## src/sv/ccfk_pkg.sv

```systemverilog
// Types, constants and helpers shared by the correction field kernel
`timescale 1ns / 1ps
package ccfk_pkg;

   localparam int CCFK_MAX_CONSTRAINTS = 16;
   localparam int CCFK_TABLE_STEPS     = 1024;
   localparam int QUEUE_DEPTH          = 2;

   localparam int COORD_W  = 44;
   localparam int OFFSET_W = 45;
   localparam int CHUNK_W  = 15;
   localparam int CHUNKS   = 3;
   localparam int SUMSQ_W  = 92;
   localparam int ROOT_W   = 46;
   localparam int ACC_W    = 48;

   localparam logic [1:0] OP_LOAD_TABLE      = 2'd0;
   localparam logic [1:0] OP_LOAD_CONSTRAINT = 2'd1;
   localparam logic [1:0] OP_EVALUATE        = 2'd2;
   localparam logic [1:0] OP_RESERVED        = 2'd3;

   localparam logic [2:0] CSR_CELL_SIZE_X      = 3'd0;
   localparam logic [2:0] CSR_CELL_SIZE_Y      = 3'd1;
   localparam logic [2:0] CSR_CELL_SIZE_Z      = 3'd2;
   localparam logic [2:0] CSR_BOX_SIZE_X       = 3'd3;
   localparam logic [2:0] CSR_BOX_SIZE_Y       = 3'd4;
   localparam logic [2:0] CSR_BOX_SIZE_Z       = 3'd5;
   localparam logic [2:0] CSR_RADIAL_STEP      = 3'd6;
   localparam logic [2:0] CSR_CONSTRAINT_COUNT = 3'd7;

   localparam logic [31:0] RST_CELL_SIZE   = 32'd65536;
   localparam logic [31:0] RST_BOX_SIZE    = 32'd67108864;
   localparam logic [31:0] RST_RADIAL_STEP = 32'd65536;

   localparam logic signed [48:0] SAT_HI = 49'sd2147483647;
   localparam logic signed [48:0] SAT_LO = -49'sd2147483648;

   typedef struct packed {
      logic [1:0]         opcode;
      logic [10:0]        slot;
      logic signed [31:0] load_value;
      logic [31:0]        pos_x;
      logic [31:0]        pos_y;
      logic [31:0]        pos_z;
      logic [11:0]        cell_x;
      logic [11:0]        cell_y;
      logic [11:0]        cell_z;
      logic signed [31:0] grid_value;
   } ccfk_req_type;

   typedef struct packed {
      logic signed [31:0] new_value;
      logic signed [31:0] correction;
   } ccfk_rsp_type;

   typedef struct packed {
      logic [1:0]         opcode;
      logic [10:0]        slot;
      logic signed [31:0] load_value;
      logic [31:0]        pos_x;
      logic [31:0]        pos_y;
      logic [31:0]        pos_z;
      logic [COORD_W-1:0] coord_x;
      logic [COORD_W-1:0] coord_y;
      logic [COORD_W-1:0] coord_z;
      logic signed [31:0] grid_value;
   } ccfk_item_type;

   typedef struct packed {
      logic          valid;
      ccfk_item_type item;
   } ccfk_qhead_type;

   typedef struct packed {
      logic [31:0] cell_size_x;
      logic [31:0] cell_size_y;
      logic [31:0] cell_size_z;
      logic [31:0] box_size_x;
      logic [31:0] box_size_y;
      logic [31:0] box_size_z;
      logic [31:0] radial_step;
      logic [4:0]  constraint_count;
   } ccfk_cfg_type;

   function automatic logic signed [31:0] sat32(input logic signed [48:0] v);
      logic signed [31:0] r;
      if (v > SAT_HI) begin
         r = 32'sh7FFFFFFF;
      end else if (v < SAT_LO) begin
         r = 32'sh80000000;
      end else begin
         r = v[31:0];
      end
      return r;
   endfunction

endpackage

```

## src/sv/ccfk_front.sv

```systemverilog
// Front end: accepts transactions, drops reserved opcodes, forms cell coordinates
`timescale 1ns / 1ps
module ccfk_front import ccfk_pkg::*; (
   input  logic          req_valid,
   input  ccfk_req_type  req_data,
   output logic          req_stall,
   input  ccfk_cfg_type  cfg,
   input  logic          q_full,
   output logic          q_push,
   output ccfk_item_type q_item
);

   assign req_stall = q_full;
   assign q_push    = req_valid && !q_full && (req_data.opcode != OP_RESERVED);

   always_comb begin
      q_item.opcode     = req_data.opcode;
      q_item.slot       = req_data.slot;
      q_item.load_value = req_data.load_value;
      q_item.pos_x      = req_data.pos_x;
      q_item.pos_y      = req_data.pos_y;
      q_item.pos_z      = req_data.pos_z;
      q_item.coord_x    = COORD_W'(req_data.cell_x) * COORD_W'(cfg.cell_size_x);
      q_item.coord_y    = COORD_W'(req_data.cell_y) * COORD_W'(cfg.cell_size_y);
      q_item.coord_z    = COORD_W'(req_data.cell_z) * COORD_W'(cfg.cell_size_z);
      q_item.grid_value = req_data.grid_value;
   end

endmodule

```

## config.mk

```make
export PLATFORM = sky130hd
export DESIGN_NAME = ccfk_front
export DESIGN_NICKNAME = d
export VERILOG_FILES = /design/src/sv/ccfk_pkg.sv /design/src/sv/ccfk_front.sv
export SDC_FILE = /design/constraint.sdc
export NUM_CORES = 2
export LEC_CHECK = 0
export BUFFER_PORTS_ARGS = -buffer_cell sky130_fd_sc_hd__buf_2
export CAP_MARGIN = 20
export CORE_AREA = 5 5 284 286
export DETAILED_ROUTE_END_ITERATION = 6
export DIE_AREA = 0 0 289 291
export PLACE_DENSITY_LB_ADDON = 0.12
export SYNTH_ARGS = -nofsm -noshare
export SYNTH_HDL_FRONTEND = slang
export SYNTH_SLANG_ARGS = --single-unit
export TNS_END_PERCENT = 20
```

## constraint.sdc

```tcl
create_clock -name vclk -period 7.2
set_clock_uncertainty 0.05 [all_clocks]
set_input_delay 1.08 -clock vclk [all_inputs]
set_output_delay 1.08 -clock vclk [all_outputs]
set_load 0.1 [all_outputs]
```

==> key figures <==
Drt
  – Final ANT Viol Nets: 0
  – 1st-pass router iterations: 5
  – DRC errors left: 0
  – Vias per cell: ~5.0
  – Final wirelength: 112900 um
  – WL/cell: ~18 um
  – Vias: 30.39k
  – DR iter-0 viols: 1239

Worst setup path
  – Most used cell, CP: fa_1
  – CP Class: in2out
  – CP required: 6.07 ns
  – CP top delay family: adder cells
  – Crit path DAT: around 6.7 ns
  – CP endpoint kind: output pin
  – Critical Path Start: req_data[62]
  – Crit path max fanout: 4
  – Max stage delay cell, worst path: fa_1
  – Critical path buffers and inverters: 7
  – CP cell instances: buf_12 > buf_6 > and2_4 > fa_1 > inv_2 > fa_1 > inv_2 > fa_1 > fa_1 > inv_2 > fa_1 > inv_2 > ha_4 > a21o_1 > a21o_1 > a21oi_2 > o211ai_1 > a2111oi_4 > a211oi_4 > a21oi_4 > o21bai_4 > xor2_4 > buf_12
  – Crit start category: input port
  – CP peak stage delay: 0.55 ns

Logic synthesis
  – Unique masters post-synth: 64
  – Syn_area_per_cell: 8.304 um2
  – Synth Instances: 4435
  – Post-Syn Nets: 6021
  – Post-Synth XOR/XNOR Area: roughly 2.6%
  – Sequential area share after synthesis: 0%
  – Mux contribution to synthesized area: 0%
  – Post-synth design cell area: 36830 um2
  – Largest family of logic cells by synthesized area: adder cells
  – Post-synthesis compound-gate area fraction: around 6.6%
  – Post-synthesis adder-cell area fraction: a little under three fifths
  – YS warnings: 0
  – Post-Synth Simple-Gate Area: between 15 and 20%

Floorplan
  – Die Area: around 84000 um2
  – CORE AREA: 78100 um2
  – Initial Utilization: 47.15%
  – Die height: 291 um
  – IO Pins: 747
  – Placement Rows: 103
  – Die width: 289 um

Timing
  – Fmax: approximately 0.13 GHz
  – RSZ-0062 raised after global routing: true
  – Part of the cycle the worst path needs: 108.5%
  – Final setup vio count: 57
  – Relative slew slack: 60.57%
  – Fin crit period: 7.811 ns
  – Worst-Margin Slew: 0.5955 ns
  – Hold Fails Final Rpt: 0
  – WHS: 2.110 ns
  – Setup ws final: -0.6110 ns
  – Fin. max-slew vios: 0

GRT
  – Vias in the first global route: 33.53k
  – Largest net degree at the start of global routing: 19
  – Gr usage total: 27.30%
  – Initial antenna violation count: 20
  – Total gr overflow: 0
  – First-pass GRT wire length: about 180000 um

Cells and area
  – Seq Cell Count: 0
  – Storage element area: 0 um2
  – CLK BUF: 0
  – Fill cells: 6787
  – Post-route design area: 48510 um2
  – Fraction of layout cells with a size suffix above 1: 27.74%
  – Synth-to-Final Area Change: 31.73%
  – Utilization after layout: 62.12%
  – Final net count: about 6.6k
  – Commonest non-fill, non-tap cells in the layout: inv_1 (980), nand2_1 (873), fa_1 (865), buf_4 (648), and2_1 (302)
  – Commonest non-fill, non-tap cell in the layout: inv_1
  – Fin cells: 6106

Worst hold path
  – Hold path start: req_data[68]
  – Hold Path Sink: q_item[164]
  – Hold Path Depth: 0
  – Class of the worst hold path: in2out

Clocking
  – Cts hold-fix bufs: 0

Job
  – Max cap viols: 0

Placement
  – Placed cells: 6034
  – Port Buffers: between 200 and 300
  – Final Wtd Congestion: 0.9113
  – Cell Area, Placed: 45710 um2
  – Hpwl dp: 98770 um

Outcome
  – Status: finished, violations left
  – Failing checks: setup timing
==> area by class of cell <==
class / instances / area, um2 / share of cell area (%)
antenna: 13 / 32.53 / 0.06706
tap: 1050 / 1314 / 2.708
multi-input combinational: 3022 / 33600 / 69.26
inverter: 1002 / 3764 / 7.758
timing repair buffer: 1019 / 9803 / 20.21
==> what timing repair did <==
| item | in CTS | in global routing |
|---|---|---|
| pin swaps | 152 | 131 |
| setup endpoints to repair | 76 | 79 |
| setup buffers | 36 | 16 |
| gates resized for setup | 283 | 198 |
| gates cloned | 7 | 2 |
==> cells by family (layout without fill, tap and decap cells) <==
family                     Yosys count  in the layout
other                                0             13
buffers and inverters             1413           2021
and+or+nand+nor                   1398           1398
AOI/OAI and AO/OA                  367            367
xor gates and xnor gates           111            111
adders and majority gates         1146           1146
==> through the flow <==
stage	setup slack, ns	setup TNS (ns)
finish	-0.6110	-14.38
global placement	-0.8303	-33.86
global route	-0.8011	-26.72
CTS	-0.6148	-17.22
detailed placement	-0.9072	-34.97
floorplan	-0.6014	-18.13
==> worst max path at each step <==
stage / endpoint / cells past startpoint
floorplan: q_item[161] / 20
global placement: q_item[162] / 24
detailed placement: q_item[162] / 24
CTS: q_item[158] / 23
global route: q_item[158] / 23
finish: q_item[158] / 23
==> synth_stat cells, types with 9 or more instances <==
cell type	number	area, um2
fa_1	900	18020
a21o_1	69	518.0
o21a_1	15	112.6
nor3_1	18	90.09
nand3_1	21	105.1
nor2_1	50	187.7
xor2_1	40	350.3
nor2b_1	18	112.6
o21ai_1	12	60.06
nand4_1	26	162.7
o21bai_1	16	120.1
nand2b_1	14	87.58
a31oi_1	12	75.07
and3_1	14	87.58
o211ai_1	10	75.07
clkbuf_1	231	867.1
a21oi_1	114	570.6
buf_4	174	1306
inv_1	1002	3761
nand2_1	897	3367
o21ai_0	51	255.2
a211oi_1	9	67.56
ha_1	246	3078
xnor2_1	71	621.9
and2_1	326	2039
==> per-layer routing <==
layer  routed length, um  vias to the layer above  GRT usage (%)
met1               44900                    15270          34.63
met2               55020                      927          46.32
met4                2795                       18          5.222
met5                 241                        -          1.512
met3                9972                      161          8.520
li1                    -                    14010              -
Power is not shown: default switching activity piles up to over one toggle a cycle in this logic, so the estimate is an artifact.
