--- config.mk ---
export PLATFORM = sky130hd
export DESIGN_NAME = ccfk_queue
export DESIGN_NICKNAME = d
export VERILOG_FILES = /design/src/sv/ccfk_pkg.sv /design/src/sv/ccfk_queue.sv
export SDC_FILE = /design/constraint.sdc
export NUM_CORES = 1
export LEC_CHECK = 0
export BUFFER_PORTS_ARGS = -buffer_cell sky130_fd_sc_hd__buf_2
export CORE_AREA = 2 2 242 244
export DETAILED_ROUTE_END_ITERATION = 8
export DIE_AREA = 0 0 244 246
export PLACE_DENSITY_LB_ADDON = 0.2
export SYNTH_ARGS = -nofsm -noshare
export SYNTH_HDL_FRONTEND = slang
export SYNTH_SLANG_ARGS = --single-unit
--- constraint.sdc ---
create_clock -name clock -period 27.1 [get_ports clock]
set_input_delay 0 -clock clock [delete_from_list [all_inputs] [get_ports clock]]
set_output_delay 0 -clock clock [all_outputs]
set_load 0.05 [all_outputs]
--- src/sv/ccfk_pkg.sv ---
// Types, constants and helpers shared by the correction field kernel
`timescale 1ns / 1ps
package ccfk_pkg;

   localparam int CCFK_MAX_CONSTRAINTS = 16;
   localparam int CCFK_TABLE_STEPS     = 1024;
   localparam int QUEUE_DEPTH          = 2;

   localparam int COORD_W  = 44;
   localparam int OFFSET_W = 45;
   localparam int CHUNK_W  = 15;
   localparam int CHUNKS   = 3;
   localparam int SUMSQ_W  = 92;
   localparam int ROOT_W   = 46;
   localparam int ACC_W    = 48;

   localparam logic [1:0] OP_LOAD_TABLE      = 2'd0;
   localparam logic [1:0] OP_LOAD_CONSTRAINT = 2'd1;
   localparam logic [1:0] OP_EVALUATE        = 2'd2;
   localparam logic [1:0] OP_RESERVED        = 2'd3;

   localparam logic [2:0] CSR_CELL_SIZE_X      = 3'd0;
   localparam logic [2:0] CSR_CELL_SIZE_Y      = 3'd1;
   localparam logic [2:0] CSR_CELL_SIZE_Z      = 3'd2;
   localparam logic [2:0] CSR_BOX_SIZE_X       = 3'd3;
   localparam logic [2:0] CSR_BOX_SIZE_Y       = 3'd4;
   localparam logic [2:0] CSR_BOX_SIZE_Z       = 3'd5;
   localparam logic [2:0] CSR_RADIAL_STEP      = 3'd6;
   localparam logic [2:0] CSR_CONSTRAINT_COUNT = 3'd7;

   localparam logic [31:0] RST_CELL_SIZE   = 32'd65536;
   localparam logic [31:0] RST_BOX_SIZE    = 32'd67108864;
   localparam logic [31:0] RST_RADIAL_STEP = 32'd65536;

   localparam logic signed [48:0] SAT_HI = 49'sd2147483647;
   localparam logic signed [48:0] SAT_LO = -49'sd2147483648;

   typedef struct packed {
      logic [1:0]         opcode;
      logic [10:0]        slot;
      logic signed [31:0] load_value;
      logic [31:0]        pos_x;
      logic [31:0]        pos_y;
      logic [31:0]        pos_z;
      logic [11:0]        cell_x;
      logic [11:0]        cell_y;
      logic [11:0]        cell_z;
      logic signed [31:0] grid_value;
   } ccfk_req_type;

   typedef struct packed {
      logic signed [31:0] new_value;
      logic signed [31:0] correction;
   } ccfk_rsp_type;

   typedef struct packed {
      logic [1:0]         opcode;
      logic [10:0]        slot;
      logic signed [31:0] load_value;
      logic [31:0]        pos_x;
      logic [31:0]        pos_y;
      logic [31:0]        pos_z;
      logic [COORD_W-1:0] coord_x;
      logic [COORD_W-1:0] coord_y;
      logic [COORD_W-1:0] coord_z;
      logic signed [31:0] grid_value;
   } ccfk_item_type;

   typedef struct packed {
      logic          valid;
      ccfk_item_type item;
   } ccfk_qhead_type;

   typedef struct packed {
      logic [31:0] cell_size_x;
      logic [31:0] cell_size_y;
      logic [31:0] cell_size_z;
      logic [31:0] box_size_x;
      logic [31:0] box_size_y;
      logic [31:0] box_size_z;
      logic [31:0] radial_step;
      logic [4:0]  constraint_count;
   } ccfk_cfg_type;

   function automatic logic signed [31:0] sat32(input logic signed [48:0] v);
      logic signed [31:0] r;
      if (v > SAT_HI) begin
         r = 32'sh7FFFFFFF;
      end else if (v < SAT_LO) begin
         r = 32'sh80000000;
      end else begin
         r = v[31:0];
      end
      return r;
   endfunction

endpackage

--- src/sv/ccfk_queue.sv ---
// Short FIFO between the front end and the back end
`timescale 1ns / 1ps
module ccfk_queue import ccfk_pkg::*; (
   input  logic           clock,
   input  logic           reset,
   input  logic           push,
   input  ccfk_item_type  push_item,
   output logic           full,
   input  logic           pop,
   output ccfk_qhead_type head
);

   localparam int PW = (QUEUE_DEPTH > 1) ? $clog2(QUEUE_DEPTH) : 1;

   ccfk_item_type    entry_ff [QUEUE_DEPTH];
   logic [PW-1:0]    wr_ptr_ff, wr_ptr_in;
   logic [PW-1:0]    rd_ptr_ff, rd_ptr_in;
   logic [PW:0]      count_ff, count_in;

   assign full       = (count_ff == (PW+1)'(QUEUE_DEPTH));
   assign head.valid = (count_ff != '0);
   assign head.item  = entry_ff[rd_ptr_ff];

   always_comb begin
      wr_ptr_in = wr_ptr_ff;
      rd_ptr_in = rd_ptr_ff;
      count_in  = count_ff;
      if (push) begin
         wr_ptr_in = (wr_ptr_ff == PW'(QUEUE_DEPTH-1)) ? '0 : PW'(wr_ptr_ff + 1'b1);
      end
      if (pop) begin
         rd_ptr_in = (rd_ptr_ff == PW'(QUEUE_DEPTH-1)) ? '0 : PW'(rd_ptr_ff + 1'b1);
      end
      if (push && !pop) begin
         count_in = count_ff + 1'b1;
      end else if (pop && !push) begin
         count_in = count_ff - 1'b1;
      end
   end

   always_ff @(posedge clock) begin
      if (reset) begin
         wr_ptr_ff <= '0;
         rd_ptr_ff <= '0;
         count_ff  <= '0;
      end else begin
         wr_ptr_ff <= wr_ptr_in;
         rd_ptr_ff <= rd_ptr_in;
         count_ff  <= count_in;
      end
   end

   always_ff @(posedge clock) begin
      if (push) begin
         entry_ff[wr_ptr_ff] <= push_item;
      end
   end

endmodule

==> results <==
- The fraction of registers with async set/reset is 0%.
- The initial antenna violation count is 4.
- The library cell appearing most often on the critical path is buf_4.
- Counting both buffers and inverters, the worst setup path holds a total of 3.
- The post-synthesis to final-layout area growth is 40.3%.
- Following the worst setup path forward leads to its endpoint at head[246].
- The maximum fanout encountered on the critical timing path is 83.
- The total power consumption of the routed design is 2.43 mW.
- The vias per cell is around 4.6.
- The post-route setup TNS is 0 ps.
- The share of final-layout standard cells stronger than drive strength 1 is 51.4%.
- The first-pass GRT wire length is roughly 79 mm.
- Counting flops and latches in the post-synthesis netlist gives 615.
- Max-cap violations in this run came to 0.
- The critical path goes through buf_4 > buf_4 > mux2_2 > buf_2.
- The number of nets with antenna violations after routing is 0.
- The via count is 12700.
- Once the floorplan was initialized, standard cells occupied between 30% and 40% of the core.
- The path class of the lowest-slack min-delay path is primary input to flop.
- The arrival time of data at the critical path endpoint is between 3000 and 4000 ps.
- After synthesis, the mean cell area works out to ~23 µm².
- Entering global routing, the biggest net connects roughly 160 pins.
- The largest individual stage delay along the critical path comes from the cell buf_4.
- The number of nets in the synthesized netlist is about 1300.
- The cell depth of the worst flop-to-flop path is 2.
- The largest buffer count on any clock path is 3.
- The critical path start-end classification is flop to primary output.
- The netlist area before placement is approximately 0.022 mm².
- The number of synthesis warnings is 0.
- The number of buffers inserted by post-CTS setup repair is 0.
- After layout, the worst path uses between 10% and 20% of the clock period.
- The tree is rooted in a clkbuf_16.
- VDD sags by at most between 50 and 60 µV.
- Yosys mapped the design onto 18 distinct sky130hd cell types.
- Data on the critical path is required at its endpoint by ~27000 ps.
- The startpoint identified for the worst register-to-register timing path is wr_ptr_ff.
- The worst path in the final design needs a cycle of 3800 ps, including I/O delays and setup.
- For flop-to-flop paths, the worst setup slack is 24420 ps.
- The aggregate global routing overflow is 0.
- Setup violations remaining at the end of the flow were counted as 0.
- For this design the static power due to leakage is approximately 12 nW.
- The endpoint identified for the worst register-to-register timing path is entry_ff[1][282].
- The width of the chip is about 240 µm.
- For this run, design rule violations remaining after detail routing come to 0.
- Counting every sink on the clock net gives around 600.
- The number of hold-slack violations in the final timing report was 0.
- The number of CTS-inserted buffers is 67.
- The dominant cell by count in the synthesized netlist is edfxtp_1.
- The number of cells on the critical path is 4.
- The routed design has 54.7 mm of wire.
- The worst hold path passes through 2 cells.
- For this run, the register share of the synthesized area comes to between 80 and 90%.
- Among cell families on the critical path, the largest total delay comes from buffers and inverters.
- The commonest cells after synthesis are 610 x edfxtp_1, 284 x mux2_2, 29 x buf_6.
- The clock arrives with about 18 ps of skew.
- The top cell type by area accounts for approximately 80% of the synthesized area.
- The total area inside the core boundary comes to roughly 0.057 mm².
- The count of final max-slew check failures is 0.
- The die area is approximately 0.06 mm².
- The insertion delay of the later-clocked pin in the worst-skew pair is 580 ps.
- The post-layout net count is between 2000 and 2500.
- The largest single stage delay on the critical path is between 900 and 1000 ps.
- The via count of the first global-routing pass is 13700.
- The remaining max-slew budget at the tightest pin is 16.6%.
- Across every metal layer, demand over resource in global routing totals between 15 and 20%.
- The clock slew at the register clock pins of the worst setup and hold paths is roughly 60 ps.
- The transition time at the pin with the least slew margin is roughly 1300 ps.
- The number of iterations in the first detailed-routing pass is 4.
- The chip height is about 250 µm.
- Based on the critical path, the design can be clocked at up to between 200 and 300 MHz.
- After synthesis, the cell types taking the most area are edfxtp_1 82%, mux2_2 14%, buf_6 1.5%.
- The average wire per cell in the routed design is 19.9 µm.
- Setup repair after global routing left no endpoint under its margin.
- The first routing iteration left between 500 and 600 violations.
- STA classifies the critical path endpoint as a primary output.
- In this run the number of H-tree levels came out at 3.
- The number of placed I/O pins is ~620.
- The clock tree from TritonCTS is built.
- In this run the power density over the cells is just under 80 mW/mm².
- The largest total area in the synthesized netlist belongs to edfxtp_1.
- The synthesized design contains 610 enable-type register cells.
- The floorplan has slightly below 90 rows.
- The flow ran to the end, and the final reports show no timing, DRC or antenna violations.
- The most frequently used flop master after synthesis is edfxtp_1.
- The type of element launching the critical path is a flop.
- The HPWL after detailed placement is about 36 mm.
- The weighted congestion at the end of routability-driven global placement is 0.831.
- Buffers placed on the I/O ports in this run total about 600.
- Synthesis produced a netlist whose cell count is a little under 1000.
==> metrics by stage <==
step	worst slack [ps]	std cells	hold slack, ps	util [%]	instance area, µm²
finish	23300	2754	132	54.7	31400
CTS	23210	2749	85.1	54.7	31400
global route	23070	2753	105	54.7	31400
detailed placement	23870	2326	191	45.6	26200
global placement	23860	2326	187	45.6	26200
floorplan	12330	971	69.1	-	22400
==> worst reg2reg max path, stage by stage, from the launching register on <==
cell	delay, ps
dfxtp_1	400
and2_4	840
buf_4	1000
==> how the worst min path moves through the flow <==
stage                    from                to
2_1_floorplan           reset       count_ff[1]
5_1_grt         push_item[33]   entry_ff[0][33]
3_5_place_dp   push_item[225]  entry_ff[0][225]
3_3_place_gp   push_item[301]  entry_ff[1][301]
4_1_cts        push_item[225]  entry_ff[0][225]
6_report       push_item[207]  entry_ff[1][207]
==> state kept, by name, summed over array words and instances (netlist names), named ones only <==
signal	cells
count_ff	2
entry_ff	610
rd_ptr_ff	1
wr_ptr_ff	1
==> logic make-up (layout without fill, tap and decap cells) <==
logic type / Yosys count / in the layout / synth area share, %
mux: 305 / 305 / 15.7
fa+ha+maj: 1 / 1 / 0.0559
simple gates: 9 / 9 / 0.207
xor+xnor: 4 / 4 / 0.157
flops: 615 / 615 / 82.3
buf+inv: 35 / 1048 / 1.59
compound gates: 2 / 2 / 0.0447
other cells: 0 / 5 / 0
==> timing repair <==
action | in CTS | in global routing
hold buffers | 310 | 0
hold endpoints to repair | 617 | 0
gates resized for setup | 0 | 0
==> routing by layer <==
| metal | GRT usage, % | routed length (µm) |
|---|---|---|
| met1 | 19.1 | 20200 |
| met2 | 31.4 | 28800 |
| met3 | 4.88 | 3170 |
| met4 | 9.13 | 2550 |
| met5 | 0 | 0 |
==> layout by cell type (no fill, tap or decap) <==
cell             n
diode_2          5
clkinvlp_4       1
dfxtp_1          4
xor2_1           2
nor2_1           4
and2_4           1
buf_12           2
clkbuf_16       69
mux2_1           1
inv_1            1
edfxtp_1       610
ha_1             1
o21ai_0          1
bufinv_16        7
dfxtp_4          1
nor2b_4          1
nor2b_1          1
mux2_4          20
clkinv_1        13
dlygate4sd3_1  310
or3_1            1
clkbuf_1        13
clkinv_2         7
inv_6            2
a21oi_1          1
inv_8            1
buf_2          615
xnor2_1          2
mux2_2         284
or2_2            1
buf_4            7
==> where the power goes <==
| group | internal, mW | switching [mW] |
|---|---|---|
| Combinational | 0.133 | 0.290 |
| Clock | 0.530 | 0.351 |
| Sequential | 1.11 | 0.0156 |
==> area by class of cell <==
type                    instances  area (µm²)
clock inverters                31         330
fillers                      4593       26000
inverters                       1        3.75
clock buffers                  82        1780
well taps                     765         957
multi-input cells             321        3620
repair buffers                934        6270
flip-flops and latches        615       18400
diodes                          5        12.5
No activity file was read; power rests on OpenSTA's default activity.
